## src/rtl/core/salct_pkg.sv

```systemverilog
package salct_pkg;

    // Fixed field widths of the access and result transactions.
    localparam int ADDR_W = 64;
    localparam int TAG_W  = 64;
    localparam int MODE_W = 2;
    localparam int CNT_W  = 32;
    localparam int CFG_W  = 4;
    localparam int CFG_IDX_W = 2;
    localparam int WAY_OUT_W = 2;

    // Set index before the modulo: index_bits is at most 15 once masked to 4 bits.
    localparam int IDX_W = 15;
    // Reciprocal scaling for the index modulo by the set count.
    localparam int RECIP_SHIFT = 30;

    // Default geometry handed to the top level.
    localparam int DEF_WAYS      = 4;
    localparam int DEF_SETS      = 256;
    localparam int DEF_AGE_WIDTH = 32;

    // Access modes.
    localparam logic [MODE_W-1:0] MODE_READ  = 2'd0;
    localparam logic [MODE_W-1:0] MODE_WRITE = 2'd1;

    // Configuration register indexes.
    localparam logic [CFG_IDX_W-1:0] CFG_OFFSET_BITS = 2'd0;
    localparam logic [CFG_IDX_W-1:0] CFG_INDEX_BITS  = 2'd1;

    // Configuration reset values.
    localparam logic [CFG_W-1:0] RESET_OFFSET_BITS = 4'd5;
    localparam logic [CFG_W-1:0] RESET_INDEX_BITS  = 4'd8;

    // Controller states.
    typedef enum logic [1:0] {
        ST_CLEAR,
        ST_IDLE,
        ST_INDEX,
        ST_UPDATE
    } ctl_state_t;

    // Commands from the controller to the datapath.
    typedef struct packed {
        logic clear;
        logic accept;
        logic read;
        logic update;
    } ctl_cmd_t;

    // Status from the datapath to the controller.
    typedef struct packed {
        logic clear_last;
    } ctl_status_t;

endpackage

```

## src/rtl/core/salct_ctrl.sv

```systemverilog
module salct_ctrl
    import salct_pkg::*;
(
    input  logic        clk,
    input  logic        rst_n,
    input  logic        in_valid,
    output logic        in_ready,
    output logic        out_valid,
    input  logic        out_ready,
    input  ctl_status_t status,
    output ctl_cmd_t    cmd
);

    ctl_state_t state_reg;
    ctl_state_t state_next;
    logic       out_valid_reg;
    logic       out_valid_next;
    logic       slot_free;

    // The result register can take a new result when empty or being drained.
    assign slot_free = !out_valid_reg || out_ready;

    // State register and result-valid flag.
    always_ff @(posedge clk or negedge rst_n)
    begin
        if (!rst_n)
        begin
            state_reg     <= ST_CLEAR;
            out_valid_reg <= 1'b0;
        end
        else
        begin
            state_reg     <= state_next;
            out_valid_reg <= out_valid_next;
        end
    end

    // Next-state logic.
    always_comb
    begin
        state_next = state_reg;
        unique case (state_reg)
            ST_CLEAR:
            begin
                if (status.clear_last)
                    state_next = ST_IDLE;
            end
            ST_IDLE:
            begin
                if (in_valid)
                    state_next = ST_INDEX;
            end
            ST_INDEX:
            begin
                state_next = ST_UPDATE;
            end
            ST_UPDATE:
            begin
                if (slot_free)
                    state_next = ST_IDLE;
            end
            default:
            begin
                state_next = ST_CLEAR;
            end
        endcase
    end

    // Output logic.
    always_comb
    begin
        cmd      = '0;
        in_ready = 1'b0;
        unique case (state_reg)
            ST_CLEAR:
            begin
                cmd.clear = 1'b1;
            end
            ST_IDLE:
            begin
                in_ready   = 1'b1;
                cmd.accept = in_valid;
            end
            ST_INDEX:
            begin
                cmd.read = 1'b1;
            end
            ST_UPDATE:
            begin
                cmd.update = slot_free;
            end
            default:
            begin
                cmd = '0;
            end
        endcase
    end

    // A result becomes valid on update and drops once the receiver takes it.
    always_comb
    begin
        out_valid_next = out_valid_reg;
        if (cmd.update)
            out_valid_next = 1'b1;
        else if (out_ready)
            out_valid_next = 1'b0;
    end

    assign out_valid = out_valid_reg;

endmodule

```

## config.mk

```make
export PLATFORM = sky130hd
export DESIGN_NAME = salct_ctrl
export DESIGN_NICKNAME = d
export VERILOG_FILES = /design/src/rtl/core/salct_pkg.sv /design/src/rtl/core/salct_ctrl.sv
export SDC_FILE = /design/constraint.sdc
export NUM_CORES = 1
export LEC_CHECK = 0
export BUFFER_PORTS_ARGS = -buffer_cell sky130_fd_sc_hd__buf_2
export CAP_MARGIN = 25
export CORE_AREA = 8 8 45 47
export CTS_CLUSTER_DIAMETER = 80
export DETAILED_ROUTE_END_ITERATION = 16
export DIE_AREA = 0 0 53 55
export GPL_ROUTABILITY_DRIVEN = 0
export REMOVE_ABC_BUFFERS = 1
export SKIP_LAST_GASP = 1
export SLEW_MARGIN = 10
export SYNTH_ARGS = -nofsm -noshare
export SYNTH_HDL_FRONTEND = slang
export SYNTH_SLANG_ARGS = --single-unit
```

## constraint.sdc

```tcl
create_clock -name clk -period 2.65 [get_ports clk]
set_input_delay 0.265 -clock clk [delete_from_list [all_inputs] [get_ports clk]]
set_output_delay 0.265 -clock clk [all_outputs]
set_load 0.02 [all_outputs]
```

==> results of run 1 <==
[synth_stat cells (all sizes together)]
library cell / instances
nand2: 1
buf: 1
and2: 2
mux2: 1
o221ai: 1
dfrtp: 3
mux2i: 1
nand2b: 2
inv: 4
ha: 5
[logic make-up after synthesis]
group / synth area share, %
compound gates: 6.45
fa+ha+maj: 26.9
buf+inv: 9.68
flops: 32.3
mux: 9.14
simple gates: 15.6
[final timing paths]
check	startpoint	cells past startpoint	slack, ns	to
worst max-delay path	state_reg[1]	4	1.20	cmd[2]
worst min-delay path	out_ready	3	0.33	out_valid
worst max register to register	state_reg[1]	5	1.22	state_reg[1]
worst min register to register	out_valid	2	0.55	out_valid
max in group asynchronous	rst_n	2	2.17	out_valid
min in group asynchronous	rst_n	2	0.36	state_reg[0]
[report_power, final]
part / internal, mW / total [mW] / leakage (nW) / switching, mW
combinational: 0.0902 / 0.224 / 0.136 / 0.134
clock: 0.0564 / 0.0802 / 0.0150 / 0.0238
sequential: 0.0707 / 0.0943 / 0.0341 / 0.0236
[per-layer routing]
metal	up-vias	global-route usage (%)	wire length [um]	share of wire, %
met5	-	0	0	0
met4	0	6.47	14	2.9
met3	2	3.48	68	14
met2	8	4.88	235	48
met1	86	3.35	167	34
li1	93	-	-	-
[area by class of cell]
class	count	area, sq um
Multi-Input combinational cell	13	135
Tap cell	16	20.0
Sequential cell	3	75.1
Inverter	4	15.0
Clock buffer	4	26.3
Fill cell	158	1050
Timing Repair Buffer	11	60.1
[stage by stage]
stage / instance area, sq um / power, mW
floorplan: 225 / 0.263
global placement: 295 / 0.322
detailed placement: 295 / 0.325
CTS: 332 / 0.413
global route: 332 / 0.442
finish: 332 / 0.399
[worst min-delay path, cell delays in order]
cell and delay, ns:
buf_2 0.08, nand2b_4 0.12, nand2_1 0.05
[timing repair]
item / 4_1_cts / 5_1_grt
hold buffers: 1 / 0
hold endpoints to repair: 3 / 0
buffers inserted: 0 / 0
==> flow_metrics.py, run 1 <==
metrics = {
    "run_status": {
        "status": "finished, final reports clean",
    },
    "cells_and_area": {
        "final_nets": 46,
        "num_antenna_cells": 0,
        "syn2layout_area_growth_pct": 42.5,
        "finalCoreUtilization_pct": 24.0,
        "final_cell_mix": "10 x buf_2, 5 x ha_1, 4 x inv_1",
        "drive_above_1_share_pct": 42.9,
        "largest_reg_flops": 2,
        "final_common_cell": "buf_2",
        "instances_no_fill": 51,
    },
    "synth": {
        "syn_area_sq_um": 233,
        "synth_top_cell_by_area": "dfrtp_1",
        "ys_seq_elements": 3,
        "syn_inst": 21,
        "synth_cell_type_count": 11,
        "synth_warnings": 0,
        "synth_top_cell_area_share_pct": 32.3,
        "synth_area_per_cell_sq_um": 11.1,
        "seq_area_frac_synth_pct": 32.3,
        "synth_area_leaders": "dfrtp_1 32%, ha_1 27%, inv_1 6.5%",
    },
    "clock_tree": {
        "root_buffer": "clkbuf_4",
        "cts_sinks": 3,
        "cts_max_level": 1,
        "clock_latency_ns": 0.23,
        "cts.clk_slew.worst_paths_ns": 0.04,
        "cts_buffer_depth": 2,
        "cts-resized-gates": 0,
        "cts_tree": "yes",
        "cts_buffers": 3,
    },
    "timing": {
        "rsz0062_at_grt": "no",
        "fmax_mhz": 688,
        "post-route-min-period_ns": 1.45,
        "drv_slew": 0,
        "setup_violations": 0,
        "fin_crit_sh_pct": 54.9,
        "worst_slack_ns": 1.20,
        "tns_ns": 0,
        "hold_slack_ns": 0.329,
        "worst_slew_pin_slew_ns": 0.217,
        "skew_ns": 0.00370,
        "max_slew_margin_pct": 85.5,
        "hold_viol": 0,
    },
    "hold_path": {
        "hp-class": "in -> reg",
    },
    "place": {
        "io_buffers": 10,
        "pre_cts_slack_ns": 1.21,
        "placed_cells": 46,
    },
    "grt": {
        "antenna_found_initial": 0,
        "grt_usage_pct": 4.10,
        "grt_first_pass_wirelength_um": 738,
        "gr-total-overflow": 0,
        "first_global_vias": 177,
        "grt_start_max_net_pins": 5,
    },
    "worst_setup_path": {
        "required_ns": 2.38,
        "critPathTopFamily": "flip-flops",
        "endpoint_kind": "output pin",
        "arrival_ns": 1.19,
        "worst-path-buf-inv": 2,
        "cpPeakStageDelay_ns": 0.40,
        "crit_path_top_delay_cell": "dfrtp_1",
        "path_class": "reg -> out",
        "worst_setup_path_start_kind": "register",
        "path_max_fanout": 4,
        "cp_cell_sequence": "inv_1 > ha_1 > and2_1 > buf_2",
    },
    "pwr": {
        "leakagePower_nw": 0.185,
        "power.density_mw_per_mm2": 1200,
        "ir_drop_mv": 0.224,
    },
    "drt": {
        "firstDrtPassIters": 1,
        "drtIter0Drc": 0,
        "drc": 0,
        "antenna_left": 0,
        "finalWirelength_um": 486,
        "routed_via_density": 3.71,
        "wl_per_cell_um": 9.53,
        "vias": 189,
    },
    "die": {
        "die_h_um": 55,
        "ioPinCount": 11,
        "coreArea_sq_mm": 0.00138,
        "start_util_pct": 16.8,
        "rows": 14,
        "die_area_sq_mm": 0.00292,
        "die_w_um": 53,
    },
    "flow_run": {
        "maxCapViolCount": 0,
    },
}
Power figures use the tool's default switching activity.
==> run 2, diff against run 1 <==
- clock period: 2.65 -> 1.4 ns (I/O delays scaled with it)
==> run 2 against run 1 <==
- combinational power grew 120%
- sequential cell count is the same
- clock power grew 87%
- power grew 100%
- wire length grew 2.5%
- utilization grew 1.3 points
- die area is the same
- count of clock-buffer cells in the layout is the same
- critical path type unchanged
- critical endpoint is now cmd[0]
==> flow_metrics.py, run 2 (synthesis gave the netlist of run 1 again) <==
metrics = {
    "die": {
        "coreArea_sq_mm": 0.00138,
        "start_util_pct": 16.8,
        "ioPinCount": 11,
        "rows": 14,
        "die_area_sq_mm": 0.00292,
        "die_w_um": 53,
        "die_h_um": 55,
    },
    "worst_setup_path": {
        "worst_setup_path_start_kind": "register",
        "critPathCapture": "cmd[0]",
        "worst-path-buf-inv": 2,
        "rr_startpoint": "state_reg[1]",
        "r2r_slack_ns": 0.06,
        "r2r_end": "state_reg[1]",
        "cp_cell_sequence": "buf_4 > ha_1 > and2_1 > buf_2",
        "path_class": "reg -> out",
        "required_ns": 1.26,
        "cpPeakStageDelay_ns": 0.37,
        "crit_start": "state_reg[1]",
        "path_max_fanout": 3,
        "arrival_ns": 1.21,
        "crit_cells": 4,
        "ff2ff_path_depth": 5,
        "endpoint_kind": "output pin",
        "critPathTopFamily": "flip-flops",
        "crit_path_top_delay_cell": "dfrtp_1",
    },
    "timing": {
        "rsz0062_at_grt": "no",
        "skew_ns": 0.000794,
        "tns_ns": 0,
        "fin_crit_sh_pct": 96.3,
        "setup_violations": 0,
        "fmax_mhz": 742,
        "max_slew_margin_pct": 87.1,
        "worst_slew_pin_slew_ns": 0.194,
        "hold_viol": 0,
        "post-route-min-period_ns": 1.35,
        "drv_slew": 0,
    },
    "grt": {
        "grt_usage_pct": 4.05,
        "first_global_vias": 241,
        "antenna_found_initial": 0,
        "grt_start_max_net_pins": 5,
        "gr-total-overflow": 0,
        "grt_first_pass_wirelength_um": 814,
    },
    "run_status": {
        "status": "finished, final reports clean",
    },
    "drt": {
        "drc": 0,
        "finalWirelength_um": 498,
        "antenna_left": 0,
        "firstDrtPassIters": 2,
        "vias": 197,
        "wl_per_cell_um": 9.40,
        "routed_via_density": 3.72,
        "drtIter0Drc": 2,
    },
    "cells_and_area": {
        "final_cell_mix": "10 x buf_2, 4 x ha_1, 3 x clkbuf_4, 3 x dfrtp_1",
        "drive_above_1_share_pct": 54.1,
        "final_common_cell": "buf_2",
        "syn2layout_area_growth_pct": 50.0,
        "area.sequential_sq_um": 75.1,
        "final_nets": 48,
        "nFillCells": 153,
        "largest_reg_flops": 2,
        "multi_input_area_sq_um": 138,
        "finalCoreUtilization_pct": 25.2,
        "num_antenna_cells": 0,
    },
    "clock_tree": {
        "cts_buffer_depth": 2,
        "root_buffer": "clkbuf_4",
        "cts_max_level": 1,
        "cts.clk_slew.worst_paths_ns": 0.04,
        "cts_tree": "yes",
        "clock_latency_ns": 0.23,
        "post_cts_buffers": 0,
        "cts_buffers": 3,
        "cts_sinks": 3,
    },
    "place": {
        "dp_hpwl_um": 443,
        "io_buffers": 10,
    },
    "flow_run": {
        "maxCapViolCount": 0,
    },
    "pwr": {
        "leakagePower_nw": 0.191,
        "ir_drop_mv": 0.438,
        "power.density_mw_per_mm2": 2330,
    },
    "hold_path": {
        "hp-class": "in -> reg",
    },
}
==> run 2: changes by cell type in the layout (fill, tap and decap cells not counted), sizes merged <==
cell | previous run | this run
buf | 10 | 12
==> run 2: power by group <==
part	internal, mW	switching [mW]
sequential	0.134	0.0437
combinational	0.211	0.274
clock	0.107	0.0435
==> run 2: worst min-delay path by stage <==
stage | startpoint | to | slack (ns) | cells after the start
2_1_floorplan | rst_n | out_valid | -0.16 | 0
3_3_place_gp | rst_n | out_valid | -0.06 | 1
3_5_place_dp | rst_n | out_valid | -0.06 | 1
4_1_cts | out_ready | out_valid | 0.20 | 3
5_1_grt | out_ready | out_valid | 0.23 | 3
6_report | out_ready | out_valid | 0.20 | 3
==> run 2: layout make-up <==
class,count,area share [%]
well taps,16,5.73
flip-flops and latches,3,21.5
repair buffers,13,21.5
clock buffers,4,7.53
multi-input cells,13,39.4
inverters,4,4.30
==> run 2: routing by layer <==
| metal | vias up | part of all wire [%] | GRT usage [%] |
|---|---|---|---|
| li1 | 95 | - | - |
| met1 | 92 | 28 | 2.29 |
| met2 | 8 | 55 | 7.81 |
| met3 | 2 | 14 | 1.07 |
| met4 | 0 | 2.8 | 6.47 |
| met5 | - | 0 | 0 |
==> run 2: timing repair <==
item | 4_1_cts | 5_1_grt
endpoints found under the setup margin | 0 | 2
hold endpoints to repair | 3 | 0
hold buffers | 1 | 0
resized for setup | 0 | 3
==> run 2: tightest hold or removal path: cells and delay by family <==
family        cells  cell delay (ns)
buf+inv           1             0.08
simple gates      2             0.17
==> run 2: metrics by stage <==
step / cell area, sq um / instances / worst slack, ns / hold WS [ns] / total power, mW
2_1_floorplan: 225 / 20 / -0.116 / -0.156 / 0.499
3_3_place_gp: 310 / 48 / 0.0705 / -0.0625 / 0.653
3_5_place_dp: 310 / 48 / 0.0175 / -0.0620 / 0.668
4_1_cts: 347 / 53 / 0.0107 / 0.201 / 0.833
5_1_grt: 349 / 53 / 0.000643 / 0.227 / 0.892
6_report: 349 / 53 / 0.0519 / 0.202 / 0.812
==> run 3, diff against run 2 <==
- BUFFER_PORTS_ARGS: -buffer_cell sky130_fd_sc_hd__buf_2 -> not set
- CTS_BUF_LIST: not set -> sky130_fd_sc_hd__clkbuf_2
- DONT_BUFFER_PORTS: not set -> 1
==> run 3 against run 2 <==
- worst hold slack lost 0.059 ns
- critical endpoint is now state_reg[1]
- die area is the same
- worst setup slack gained 0.016 ns
- global-route usage shrank 0.60 points
- via count shrank 15%
- largest power group unchanged
- critical path type is now reg -> reg
==> flow_metrics.py, run 3 (synthesis gave the netlist of run 1 again) <==
metrics = {
    "clock_tree": {
        "cts_max_level": 1,
        "cts_buffer_depth": 2,
        "cts_sinks": 3,
        "root_buffer": "clkbuf_2",
        "cts_buffers": 3,
        "clock_latency_ns": 0.20,
        "cts_tree": "yes",
        "cts.clk_slew.worst_paths_ns": 0.04,
    },
    "worst_setup_path": {
        "worst_setup_path_start_kind": "register",
        "path_max_fanout": 3,
        "required_ns": 1.48,
        "endpoint_kind": "register",
        "path_class": "reg -> reg",
        "arrival_ns": 1.41,
    },
    "place": {
        "io_buffers": 0,
        "post_dp_cell_area_sq_um": 275,
        "dp_hpwl_um": 391,
        "placed_cells": 40,
        "pre_cts_slack_ns": 0.0266,
    },
    "drt": {
        "drtIter0Drc": 0,
        "finalWirelength_um": 457,
        "firstDrtPassIters": 1,
        "drc": 0,
        "wl_per_cell_um": 9.93,
        "vias": 167,
        "routed_via_density": 3.63,
        "antenna_left": 0,
    },
    "pwr": {
        "power.density_mw_per_mm2": 2460,
        "total_power_mw": 0.776,
        "clkPwrFrac_pct": 15.6,
        "ir_drop_mv": 0.544,
        "switching_share_pct": 45.2,
        "p_int_mw": 0.426,
        "p_sw_mw": 0.351,
        "combinationalPowerShare_pct": 62.1,
        "leakagePower_nw": 0.168,
        "seqPwrFrac_pct": 22.2,
    },
    "timing": {
        "post-route-min-period_ns": 1.33,
        "drv_slew": 0,
        "fin_crit_sh_pct": 95.2,
        "hold_viol": 0,
        "tns_ns": 0,
        "fmax_mhz": 750,
        "rsz0062_at_grt": "no",
        "setup_violations": 0,
        "skew_ns": 0.00129,
        "max_slew_margin_pct": 85.2,
        "worst_slack_ns": 0.0674,
        "worst_slew_pin_slew_ns": 0.222,
        "hold_slack_ns": 0.143,
    },
    "die": {
        "start_util_pct": 16.8,
        "die_area_sq_mm": 0.00292,
        "rows": 14,
        "coreArea_sq_mm": 0.00138,
        "ioPinCount": 11,
        "die_w_um": 53,
        "die_h_um": 55,
    },
    "cells_and_area": {
        "design_area_sq_um": 315,
        "drive_above_1_share_pct": 43.3,
        "final_nets": 41,
        "final_cell_mix": "5 x ha_1, 5 x buf_4, 4 x clkbuf_2",
        "nFillCells": 154,
        "finalCoreUtilization_pct": 22.8,
        "num_antenna_cells": 0,
        "largest_reg_flops": 2,
        "syn2layout_area_growth_pct": 35.5,
        "instances_no_fill": 46,
    },
    "grt": {
        "grt_first_pass_wirelength_um": 614,
        "antenna_found_initial": 0,
        "grt_usage_pct": 3.45,
        "first_global_vias": 158,
        "grt_start_max_net_pins": 5,
        "gr-total-overflow": 0,
    },
    "hold_path": {
        "hp-class": "in -> reg",
    },
    "flow_run": {
        "maxCapViolCount": 0,
    },
    "run_status": {
        "status": "finished, final reports clean",
    },
}
## run 3: changes by cell type in the layout (fill, tap and decap cells not counted), sizes merged
cell / previous run / this run
buf: 12 / 5
## run 3: power by group through the flow
| stage | Clock, mW | Combinational [mW] | Sequential (mW) |
|---|---|---|---|
| after global placement | 0 | 0.453 | 0.171 |
| after floorplan | 0 | 0.306 | 0.192 |
| final | 0.121 | 0.482 | 0.173 |
| after CTS | 0.129 | 0.462 | 0.171 |
| after global routing | 0.136 | 0.530 | 0.179 |
| after detailed placement | 0 | 0.458 | 0.172 |
## run 3: worst max-delay path, cell delays in order (launching register included)
cell	delay [ns]
dfrtp_1	0.36
inv_1	0.10
ha_1	0.17
inv_1	0.05
o221ai_2	0.18
mux2_1	0.34
## run 3: layout make-up
cell class	count	area (sq um)	share of cell area, %
flip-flops and latches	3	75.1	23.8
multi-input cells	13	138	43.7
inverters	4	15.0	4.76
clock buffers	4	20.0	6.35
well taps	16	20.0	6.35
repair buffers	6	47.5	15.1
## run 3: metal layers
| metal | track usage, % | vias to the layer above | wire length [um] |
|---|---|---|---|
| li1 | - | 82 | - |
| met1 | 2.60 | 75 | 152 |
| met2 | 4.10 | 8 | 215 |
| met3 | 1.87 | 2 | 69 |
| met4 | 7.76 | 0 | 19 |
| met5 | 0 | - | 0 |
## run 3: worst paths after layout
check | depth (start not counted) | start | endpoint | slack [ns]
worst max-delay path | 5 | state_reg[1] | state_reg[1] | 0.07
worst min-delay path | 2 | out_ready | out_valid | 0.14
worst max register to register | 5 | state_reg[1] | state_reg[1] | 0.07
worst min register to register | 2 | out_valid | out_valid | 0.56
max in group asynchronous | 1 | rst_n | out_valid | 1.07
min in group asynchronous | 1 | rst_n | state_reg[0] | 0.19
## run 3: repair_timing
action / CTS / global route
setup buffers: 0 / 1
endpoints found under the setup margin: 0 / 2
endpoints found under the hold margin: 3 / 0
hold buffers: 1 / 0
gates resized for setup: 0 / 3
